### src/hw/rtl/dq_pkg.sv
package dq_pkg;

    localparam int WORD_W = 32;

    typedef enum logic [2:0] {
        OP_PUSH_FRONT = 3'd0,
        OP_PUSH_BACK  = 3'd1,
        OP_POP_FRONT  = 3'd2,
        OP_POP_BACK   = 3'd3,
        OP_DUMP       = 3'd4,
        OP_CLEAR      = 3'd5
    } t_op;

    typedef enum logic [2:0] {
        ST_PUSHED  = 3'd0,
        ST_POPPED  = 3'd1,
        ST_EMPTY   = 3'd2,
        ST_FULL    = 3'd3,
        ST_CLEARED = 3'd4,
        ST_DUMPED  = 3'd5
    } t_status;

    typedef struct packed {
        t_op                op;
        logic [WORD_W-1:0]  value;
    } t_cmd;

endpackage

### src/hw/rtl/dq_ram.sv
module dq_ram #(
    parameter int WIDTH = 32,
    parameter int DEPTH = 64
) (
    input  logic                     i_clk,
    input  logic                     i_we,
    input  logic [$clog2(DEPTH)-1:0] i_waddr,
    input  logic [WIDTH-1:0]         i_wdata,
    input  logic [$clog2(DEPTH)-1:0] i_raddr,
    output logic [WIDTH-1:0]         o_rdata
);

    logic [WIDTH-1:0] r_mem [DEPTH];
    logic [WIDTH-1:0] r_rdata;

    always_ff @(posedge i_clk) begin
        if (i_we) begin
            r_mem[i_waddr] <= i_wdata;
        end
        r_rdata <= r_mem[i_raddr];
    end

    assign o_rdata = r_rdata;

endmodule

### src/hw/rtl/dq_front.sv
module dq_front
    import dq_pkg::*;
(
    input  logic              i_clk,
    input  logic              i_rst_n,
    input  logic              i_start,
    input  logic [2:0]        i_op,
    input  logic [WORD_W-1:0] i_value,
    output logic              o_busy,
    output logic              o_cmd_valid,
    output t_cmd              o_cmd,
    input  logic              i_cmd_pop
);

    t_cmd       r_q [2];
    logic       r_wp;
    logic       r_rp;
    logic [1:0] r_cnt;
    logic       enq;
    logic       deq;

    assign o_busy      = (r_cnt == 2'd2);
    assign o_cmd_valid = (r_cnt != 2'd0);
    assign o_cmd       = r_q[r_rp];

    // drop unused op codes here; they cause nothing downstream
    assign enq = i_start && !o_busy && (i_op <= OP_CLEAR);
    assign deq = i_cmd_pop && o_cmd_valid;

    always_ff @(posedge i_clk) begin
        if (!i_rst_n) begin
            r_wp  <= 1'b0;
            r_rp  <= 1'b0;
            r_cnt <= 2'd0;
        end else begin
            if (enq) begin
                r_wp <= ~r_wp;
            end
            if (deq) begin
                r_rp <= ~r_rp;
            end
            r_cnt <= r_cnt + {1'b0, enq} - {1'b0, deq};
        end
    end

    always_ff @(posedge i_clk) begin
        if (enq) begin
            r_q[r_wp] <= '{op: t_op'(i_op), value: i_value};
        end
    end

endmodule

### src/hw/rtl/dq_back.sv
module dq_back
    import dq_pkg::*;
#(
    parameter int DEPTH = 64
) (
    input  logic              i_clk,
    input  logic              i_rst_n,
    input  logic              i_cmd_valid,
    input  t_cmd              i_cmd,
    output logic              o_cmd_pop,
    output logic              o_strobe,
    output logic [WORD_W-1:0] o_word,
    output t_status           o_status,
    output logic              o_last
);

    localparam int IW = $clog2(DEPTH);
    localparam int CW = $clog2(DEPTH + 1);
    localparam logic [IW:0]   DEPTH_W = (IW + 1)'(DEPTH);
    localparam logic [CW-1:0] DEPTH_C = CW'(DEPTH);
    localparam logic [IW-1:0] TOP_IDX = IW'(DEPTH - 1);

    typedef enum logic [1:0] {
        S_IDLE,
        S_DUMP,
        S_WAIT
    } t_state;

    t_state            r_state, n_state;
    logic [IW-1:0]     r_front, n_front;
    logic [CW-1:0]     r_count, n_count;
    logic [CW-1:0]     r_idx, n_idx;
    logic              r_pend, n_pend;
    t_status           r_pend_status, n_pend_status;
    logic              r_pend_last, n_pend_last;
    logic              r_out_valid, n_out_valid;
    logic [WORD_W-1:0] r_out_word, n_out_word;
    t_status           r_out_status, n_out_status;
    logic              r_out_last, n_out_last;

    logic              we;
    logic [IW-1:0]     waddr;
    logic [IW-1:0]     raddr;
    logic [WORD_W-1:0] rdata;
    logic              dump_last;

    function automatic logic [IW-1:0] ring(input logic [IW-1:0] base,
                                           input logic [IW-1:0] off);
        logic [IW:0] sum;
        sum = {1'b0, base} + {1'b0, off};
        if (sum >= DEPTH_W) begin
            sum = sum - DEPTH_W;
        end
        return sum[IW-1:0];
    endfunction

    dq_ram #(
        .WIDTH(WORD_W),
        .DEPTH(DEPTH)
    ) u_ram (
        .i_clk  (i_clk),
        .i_we   (we),
        .i_waddr(waddr),
        .i_wdata(i_cmd.value),
        .i_raddr(raddr),
        .o_rdata(rdata)
    );

    assign dump_last = (r_idx == r_count - CW'(1));

    always_comb begin
        n_state       = r_state;
        n_front       = r_front;
        n_count       = r_count;
        n_idx         = r_idx;
        n_pend        = 1'b0;
        n_pend_status = r_pend_status;
        n_pend_last   = r_pend_last;
        n_out_valid   = 1'b0;
        n_out_word    = r_out_word;
        n_out_status  = r_out_status;
        n_out_last    = r_out_last;
        we            = 1'b0;
        waddr         = r_front;
        raddr         = r_front;
        o_cmd_pop     = 1'b0;

        // read issued last cycle: its word is on the RAM output now
        if (r_pend) begin
            n_out_valid  = 1'b1;
            n_out_word   = rdata;
            n_out_status = r_pend_status;
            n_out_last   = r_pend_last;
        end

        unique case (r_state)
            S_IDLE: begin
                if (i_cmd_valid) begin
                    o_cmd_pop    = 1'b1;
                    n_out_valid  = 1'b1;
                    n_out_word   = '0;
                    n_out_last   = 1'b1;
                    unique case (i_cmd.op)
                        OP_PUSH_FRONT, OP_PUSH_BACK: begin
                            if (r_count == DEPTH_C) begin
                                n_out_status = ST_FULL;
                            end else begin
                                we = 1'b1;
                                if (i_cmd.op == OP_PUSH_FRONT) begin
                                    waddr   = (r_front == '0) ? TOP_IDX
                                                              : r_front - IW'(1);
                                    n_front = waddr;
                                end else begin
                                    waddr = ring(r_front, r_count[IW-1:0]);
                                end
                                n_count      = r_count + CW'(1);
                                n_out_status = ST_PUSHED;
                            end
                        end
                        OP_POP_FRONT, OP_POP_BACK: begin
                            if (r_count == '0) begin
                                n_out_status = ST_EMPTY;
                            end else begin
                                n_out_valid   = 1'b0;
                                n_pend        = 1'b1;
                                n_pend_status = ST_POPPED;
                                n_pend_last   = 1'b1;
                                n_count       = r_count - CW'(1);
                                if (i_cmd.op == OP_POP_FRONT) begin
                                    raddr   = r_front;
                                    n_front = ring(r_front, IW'(1));
                                end else begin
                                    raddr = ring(r_front, IW'(r_count - CW'(1)));
                                end
                                // rewind the ring when it goes empty
                                if (r_count == CW'(1)) begin
                                    n_front = '0;
                                end
                                n_state = S_WAIT;
                            end
                        end
                        OP_DUMP: begin
                            if (r_count == '0) begin
                                n_out_status = ST_EMPTY;
                            end else begin
                                n_out_valid = 1'b0;
                                n_idx       = '0;
                                n_state     = S_DUMP;
                            end
                        end
                        OP_CLEAR: begin
                            n_front      = '0;
                            n_count      = '0;
                            n_out_status = ST_CLEARED;
                        end
                    endcase
                end
            end
            S_DUMP: begin
                raddr         = ring(r_front, r_idx[IW-1:0]);
                n_pend        = 1'b1;
                n_pend_status = ST_DUMPED;
                n_pend_last   = dump_last;
                n_idx         = r_idx + CW'(1);
                if (dump_last) begin
                    n_state = S_WAIT;
                end
            end
            S_WAIT: begin
                n_state = S_IDLE;
            end
        endcase
    end

    always_ff @(posedge i_clk) begin
        if (!i_rst_n) begin
            r_state     <= S_IDLE;
            r_front     <= '0;
            r_count     <= '0;
            r_pend      <= 1'b0;
            r_out_valid <= 1'b0;
        end else begin
            r_state     <= n_state;
            r_front     <= n_front;
            r_count     <= n_count;
            r_pend      <= n_pend;
            r_out_valid <= n_out_valid;
        end
        r_idx         <= n_idx;
        r_pend_status <= n_pend_status;
        r_pend_last   <= n_pend_last;
        r_out_word    <= n_out_word;
        r_out_status  <= n_out_status;
        r_out_last    <= n_out_last;
    end

    assign o_strobe = r_out_valid;
    assign o_word   = r_out_word;
    assign o_status = r_out_status;
    assign o_last   = r_out_last;

endmodule

### src/hw/rtl/double_ended_queue_core.sv
// Double-ended queue of signed 32-bit words in a ring RAM of DEPTH entries.
// Command channel: a transaction is taken at a clock edge with i_start high
// and o_busy low; i_op selects push front, push back, pop front, pop back,
// dump or clear, and i_value carries the word to push. Op codes 6 and 7 are
// taken and ignored.
// Result channel: each result sits on o_word, o_status and o_last for one
// cycle, marked by o_strobe; o_last flags the final result of a command.
// The receiver cannot stall, so results are never held back.
// A two-entry command queue sits between the accept side and the executor,
// so o_busy rises only when two commands wait.
// A command passes through the command queue and the executor to the result
// registers; a pop also passes the registered RAM read. The executor handles
// push, clear and reports while idle, holds a pop through a wait state, and
// runs a dump as one RAM read per stored entry followed by a wait state.
// Reset (synchronous, i_rst_n low) empties the queue and the command queue;
// RAM contents are not cleared and are never read before they are written.
module double_ended_queue_core
    import dq_pkg::*;
#(
    parameter int DEPTH = 64
) (
    input  logic               i_clk,
    input  logic               i_rst_n,
    input  logic               i_start,
    output logic               o_busy,
    input  logic [2:0]         i_op,
    input  logic signed [31:0] i_value,
    output logic               o_strobe,
    output logic signed [31:0] o_word,
    output logic [2:0]         o_status,
    output logic               o_last
);

    logic    cmd_valid;
    t_cmd    cmd;
    logic    cmd_pop;
    t_status status;

    dq_front u_front (
        .i_clk      (i_clk),
        .i_rst_n    (i_rst_n),
        .i_start    (i_start),
        .i_op       (i_op),
        .i_value    (i_value),
        .o_busy     (o_busy),
        .o_cmd_valid(cmd_valid),
        .o_cmd      (cmd),
        .i_cmd_pop  (cmd_pop)
    );

    dq_back #(
        .DEPTH(DEPTH)
    ) u_back (
        .i_clk      (i_clk),
        .i_rst_n    (i_rst_n),
        .i_cmd_valid(cmd_valid),
        .i_cmd      (cmd),
        .o_cmd_pop  (cmd_pop),
        .o_strobe   (o_strobe),
        .o_word     (o_word),
        .o_status   (status),
        .o_last     (o_last)
    );

    assign o_status = status;

endmodule
### config.mk
export PLATFORM = sky130hd
export DESIGN_NAME = double_ended_queue_core
export DESIGN_NICKNAME = d
export VERILOG_FILES = /design/src/hw/rtl/dq_pkg.sv /design/src/hw/rtl/dq_ram.sv /design/src/hw/rtl/dq_front.sv /design/src/hw/rtl/dq_back.sv /design/src/hw/rtl/double_ended_queue_core.sv
export SDC_FILE = /design/constraint.sdc
export NUM_CORES = 2
export LEC_CHECK = 0
export BUFFER_PORTS_ARGS = -buffer_cell sky130_fd_sc_hd__buf_4
export CORE_ASPECT_RATIO = 1.25
export CORE_MARGIN = 1.5
export CORE_UTILIZATION = 50
export CTS_BUF_LIST = sky130_fd_sc_hd__clkbuf_2
export DETAILED_ROUTE_END_ITERATION = 7
export PLACE_DENSITY = 0.65
export SKIP_CTS_REPAIR_TIMING = 1
export SLEW_MARGIN = 20
export SYNTH_ARGS = -nofsm -noshare
export SYNTH_HDL_FRONTEND = slang
export SYNTH_SLANG_ARGS = --single-unit
### constraint.sdc
create_clock -name i_clk -period 4.5 [get_ports i_clk]
set_clock_uncertainty 0.05 [all_clocks]
set_input_delay 0.9 -clock i_clk [delete_from_list [all_inputs] [get_ports i_clk]]
set_output_delay 0.9 -clock i_clk [all_outputs]
set_load 0.01 [all_outputs]
**Word level (Yosys, flattened, before mapping)**

Memory sizes are Yosys's and may differ from the RTL's. A register that Yosys moved wholly into a read port is not among the register bits.
Cells that the tools add are included.

- Multiplexer cells: 75
- Reduce and logical (&&, ||, !) cells: 19
- Add/sub/neg operators: 14
- Equality and inequality tests: 23
- Order comparisons: 5
- $mul: 0
- Shift operators: 0
- Bitwise logic cells: 2
- Divide/modulo/power cells: 0

Operator list:

| cell | count |
|---|---|
| 2-to-1 mux 6 bit | 19 |
| 2-to-1 mux 32 bit | 3 |
| 2-to-1 mux 7 bit | 5 |
| subtractor 6 x 1 -> 6 bit (second input constant) | 5 |
| greater-or-equal comparator 7 bit (second input constant) | 4 |
| 2-to-1 mux 1 bit | 26 |
| adder 6 x 6 -> 7 bit | 3 |
| 2-to-1 mux 3 bit | 7 |
| one-hot mux 7 bit (3 select lines) | 1 |
| one-hot mux 6 bit (3 select lines) | 1 |
| adder 7 x 1 -> 7 bit (second input constant) | 2 |
| one-hot mux 7 bit (2 select lines) | 1 |
| inequality test 2 bit (second input constant) | 6 |
| one-hot mux 6 bit (2 select lines) | 1 |
| 2-to-1 mux 2 bit | 5 |
| AND reduction 5 bit | 2 |
| inequality test 3 bit (second input constant) | 3 |
| one-hot mux 3 bit (3 select lines) | 1 |
| AND reduction 4 bit | 2 |
| adder 6 x 1 -> 7 bit (second input constant) | 1 |
| == test 7 x 1 -> 1 bit (second input constant) | 1 |
| == test 7 bit | 1 |
| == test 7 bit (second input constant) | 1 |
| logical NOT 7 bit | 1 |
| other kinds (26) | 36 |

- Bits in writable memories: 2118
- Latch bits: 0
- Memories kept: 2
- Register bits after elaboration: 68
- Output and inout port bits: 38
- Bits in read-only memories: 0

Memory list:

| name | depth | bits a word | rd ports | clocked after Yosys merged registers in | write ports | RTL line | RTL |
|---|---|---|---|---|---|---|---|
| u_back.u_ram.r_mem | 64 | 32 | 1 | 1 | 1 | dq_ram.sv:13 | `logic [WIDTH-1:0] r_mem [DEPTH];` |
| u_front.r_q | 2 | 35 | 1 | 1 | 1 | dq_front.sv:15 | `t_cmd r_q [2];` |

**Depth between registers and ports, before layout**

- Depth in word-level cells: 9
- Gate-level depth with buffers: 18
- Gate-level depth less buffers: 15

**Cells and area by module**

A second synthesis with hierarchy kept.

- Cells, all modules: 4109
- Area, all modules: 85992.5 um2

By module, submodules not included:

| module | area an instance (um2) | cells each | times used |
|---|---|---|---|
| dq_ram | 79039.6 | 3511 | 1 |
| dq_back | 4012.6 | 463 | 1 |
| dq_front | 2940.3 | 135 | 1 |

**Least setup slack after synthesis**

No wires, ideal clock.

- Kind: register -> register
- Start: reg u_back.r_count[0]
- End: mem u_back.u_ram.r_mem[12][0], enable pin
- Data arrival time: 3.586 ns
- Cell stages (with the launch flop): 12
- Setup slack: 0.443 ns
- Path buffers: 2
- Library setup time: 0.421 ns
- Clock period less this slack: 4.057 ns
- Cell sequence: dfxtp_1 clkbuf_1 inv_1 ha_1 and3_1 or3_1 clkbuf_1 nand2_1 o21ai_0 nor2_1 nand2_1 nor2_1

- Cells in the longest elaborated chain, start to end: 8
- Elaborated cells between the ends (all ways): 16
- Those cells by class: add/sub: 2; order compare: 1; eq/ne: 1; mux: 12

Ends and longest elaborated chain:

| element | RTL line | RTL |
|---|---|---|
| from (decl) | dq_back.sv:31 | `logic [CW-1:0] r_count, n_count;` |
| from (signal assigned) | dq_back.sv:185 | `r_count <= n_count;` |
| adder 6 x 6 -> 7 bit | dq_back.sv:50 | `sum = {1'b0, base} + {1'b0, off};` |
| subtractor 6 x 1 -> 6 bit / greater-or-equal comparator 7 bit (equally long branches) | dq_back.sv:52, dq_back.sv:51 |  |
| 2-to-1 mux 6 bit | dq_back.sv:51 | `if (sum >= DEPTH_W) begin` |
| 2-to-1 mux 6 bit | dq_back.sv:109 | `if (i_cmd.op == OP_PUSH_FRONT) begin` |
| 2-to-1 mux 6 bit | dq_back.sv:105 | `if (r_count == DEPTH_C) begin` |
| 2-to-1 mux 6 bit | dq_back.sv:103 | `unique case (i_cmd.op)` |
| 2-to-1 mux 6 bit | dq_back.sv:98 | `if (i_cmd_valid) begin` |
| 2-to-1 mux 6 bit | dq_back.sv:96 | `unique case (r_state)` |
| to (decl) | dq_ram.sv:13 |  |

Parallel ways exist; a longest one is shown, timed or not.

**Worst setup path in the final report**

- Start: reg u_back.r_count[0]
- End: reg u_back.u_ram.r_rdata[15], in the netlist u_back.u_ram.o_rdata[15], read port of u_back.u_ram.r_mem

- Cells in the longest elaborated chain, start to end: 9
- Elaborated cells between the ends (all ways): 11
- Those cells by class: add/sub: 3; order compare: 1; mux: 6; reduce/logical: 1

Ends and longest elaborated chain:

| element | RTL line | RTL |
|---|---|---|
| subtractor 7 x 1 -> 7 bit | - |  |
| adder 6 x 6 -> 7 bit | dq_back.sv:50 |  |
| subtractor 6 x 1 -> 6 bit / greater-or-equal comparator 7 bit (equally long branches) | dq_back.sv:52, dq_back.sv:51 |  |
| 2-to-1 mux 6 bit | dq_back.sv:51 |  |
| 2-to-1 mux 6 bit | dq_back.sv:129 | `if (i_cmd.op == OP_POP_FRONT) begin` |
| 2-to-1 mux 6 bit (*) | dq_back.sv:121 | `if (r_count == '0) begin` |
| 2-to-1 mux 6 bit (*) | dq_back.sv:103 |  |
| 2-to-1 mux 6 bit (*) | dq_back.sv:98 |  |
| one-hot mux 6 bit (2 select lines) (*) | dq_back.sv:96 |  |
| to (decl) | dq_ram.sv:14 | `logic [WIDTH-1:0] r_rdata;` |

Every way passes the cells marked *; elsewhere a longest branch is shown, timed or not.
A chain may end at the register's enable or synchronous reset.

==> impl_metrics.ini <==
[outcome]
status = finished, violations left
violations = negative setup slack

[pwr]
power.density_nw_per_um2 = 622
switchingPower_mw = 24.7
max-vdd-ir-drop_mv = 0.534
power_frac_seq_pct = 41.0
clkPwrFrac_pct = 20.8
comb_power_share_pct = 38.2
sw_frac_of_total_pct = 40.3
power.internal_mw = 36.6
p_leak_nw = 35.2

[logic_synthesis]
synth_area_leaders = edfxtp_1 74%, nand2_1 5.6%, mux2i_1 4.2%
synth_area_per_cell_um2 = 14.5
synth_fp_nets = 6041
ys_seq_area_share_pct = 76.0
synth_edf_count = 2127
yosysTopAreaCell = edfxtp_1
async_flop_share_pct = 0
synth_cells = 5973
syn_area_um2 = 86400
yosysTopAreaCellShare_pct = 73.9
synthFlopType = edfxtp_1
yosys_warnings = 0
synth-seq-cells = 2217
ys_types = 78

[global_route]
grt-ovfl-total = 0
track_usage_pct = 30.0
grt_max_degree = 66
grt_pass1_vias = 55500
antenna_found_initial = 12
grt_pass1_wl_um = 378000

[timing]
fin_ws_ps = -65.6
hold_viol = 0
max_slew.worst_pin.slew_ps = 1340
rsz0062_at_grt = true
slew_violations = 0
fmax_ghz = 0.219
post-route-period-util_pct = 101
layout_min_cycle_time_ps = 4570
slew_headroom_pct = 10.9
setup_viol = 2

[floorplan]
die-area_um2 = 175000
pin_count = 76
die_y_um = 468
row_count = 170
die_x_um = 375
core_um2 = 172000
initial_utilization_pct = 50.3

[final_layout]
final_cells = 9313
final_nets = 6740
final_util_pct = 57.4
drive_gt1_share_pct = 20.3
layout_common_cells = 2127 x edfxtp_1, 1276 x nand2_1, 804 x clkbuf_2
finalInstanceArea_um2 = 98500
syn_to_final_growth_pct = 14.0
final_common_cell = edfxtp_1

[clock_tree]
cts_buffers = 548
cts-htree-levels = 6
insertion_delay_ps = 1870
cts.path.max_buffers = 4
tritoncts = built
root_buffer = clkbuf_2
clk_transition_reported_paths_ps = 120
cts.sinks = 2217

[route]
wl_per_cell_um = 28.6
drtAntennaViolNets = 0
drt_iter0_drc = 6667
dr.pass1.iters = 7
via_per_inst = 6.09
route.vias.total = 56800
wl_um = 266000
drt_drc_violations_left = 0

[placement]
dp_hpwl_um = 155000
portBuffers = 75
dp.cells = 8274
dpl-instance-area_um2 = 92800
place.gp.congestion = 0.905

[setup_path]
startpoint_type = register
worstPathArrival_ps = 6300
worstPathMaxFanout = 11
critical_path_class = register to register
crit_start = u_back.r_count[0]
timing.rr.start = u_back.r_count[0]
worstPathRequired_ps = 6240
cp-end-kind = register

[hold_path]
holdCritPathClass = input pin to register
holdCritStartpoint = i_rst_n

[job]
max_cap_violations = 0
[cells by family after synthesis]
kind of cell	synth area share (%)
buf+inv	1.90
compound gates	6.23
simple gates	10.4
xor+xnor	0.324
mux	4.65
fa+ha+maj	0.461
flops	76.0
[metrics by stage]
step	TNS, ps	total power [mW]	setup WS [ps]	hold slack [ps]
floorplan	0	37.6	443	382
global placement	-744	48.1	-410	391
detailed placement	-613	48.3	-348	396
CTS	-1330	60.9	-464	-1040
global route	-279	63.5	-181	55.8
finish	-87.7	61.3	-65.6	137
[final cells by class]
cell class	count	area (µm²)
multi-input cells	3380	19800
clock buffers	804	4020
repair buffers	505	5430
clock inverters	123	566
well taps	2236	2800
diodes	28	70.1
flip-flops and latches	2217	65700
inverters	20	75.1
fillers	13500	73200
[registers in the layout, summed over array words and instances, names as in the netlist, 3 cells and up, named ones only]
| signal | flops |
|---|---|
| u_back.r_idx | 7 |
| u_back.o_word | 32 |
| u_back.o_status | 3 |
| u_back.r_count | 7 |
| u_back.r_front | 6 |
| u_back.u_ram.r_mem | 2048 |
| u_front.r_q | 70 |
| u_back.u_ram.o_rdata | 32 |
[power groups by stage]
stage                     registers (mW)  clock network, mW  logic (mW)
after global routing                25.1               14.0        24.4
after floorplan                     25.2                  0        12.4
after CTS                           25.1               13.0        22.8
final                               25.1               12.8        23.4
after detailed placement            25.6                  0        22.8
after global placement              25.6                  0        22.5
[worst max-delay path, stage by stage, from the launching register on]
cell,delay [ps]
dfxtp_1,330
buf_4,170
nor3_1,320
xnor2_2,210
inv_1,80
ha_1,320
o21ai_0,80
o21ai_0,240
nand4_1,160
and3b_1,250
or3_4,500
nor2_2,620
buf_4,280
o21ai_0,150
nand4_1,500
or3_1,200
[routing by layer]
| layer | wire length [µm] | track usage (%) |
|---|---|---|
| met4 | 14600 | 15.9 |
| met1 | 97500 | 37.4 |
| met2 | 130000 | 49.9 |
| met3 | 24000 | 5.73 |
| met5 | 33 | 0 |
[synthesized netlist by cell type (33+ instances only)]
cell,count
dfxtp_1,90
a32oi_1,93
buf_2,160
nand3_1,335
edfxtp_1,2127
mux2_2,36
nor4_1,33
nand4_1,134
o22ai_1,137
nand2_1,1278
a22oi_1,74
nor2_1,185
a21oi_1,326
mux2i_1,361
o21ai_0,75
buf_1,62
clkbuf_1,129
[worst paths after layout]
| kind | endpoint | slack, ps | cells past startpoint |
|---|---|---|---|
| setup / recovery | u_back.u_ram.o_rdata[15] | -70 | 15 |
| hold / removal | register | 140 | 4 |
| setup reg to reg | u_back.u_ram.o_rdata[15] | -70 | 15 |
| hold reg to reg | u_back.r_state[1] | 410 | 2 |
Note: power is estimated with default switching activity, not from simulation.
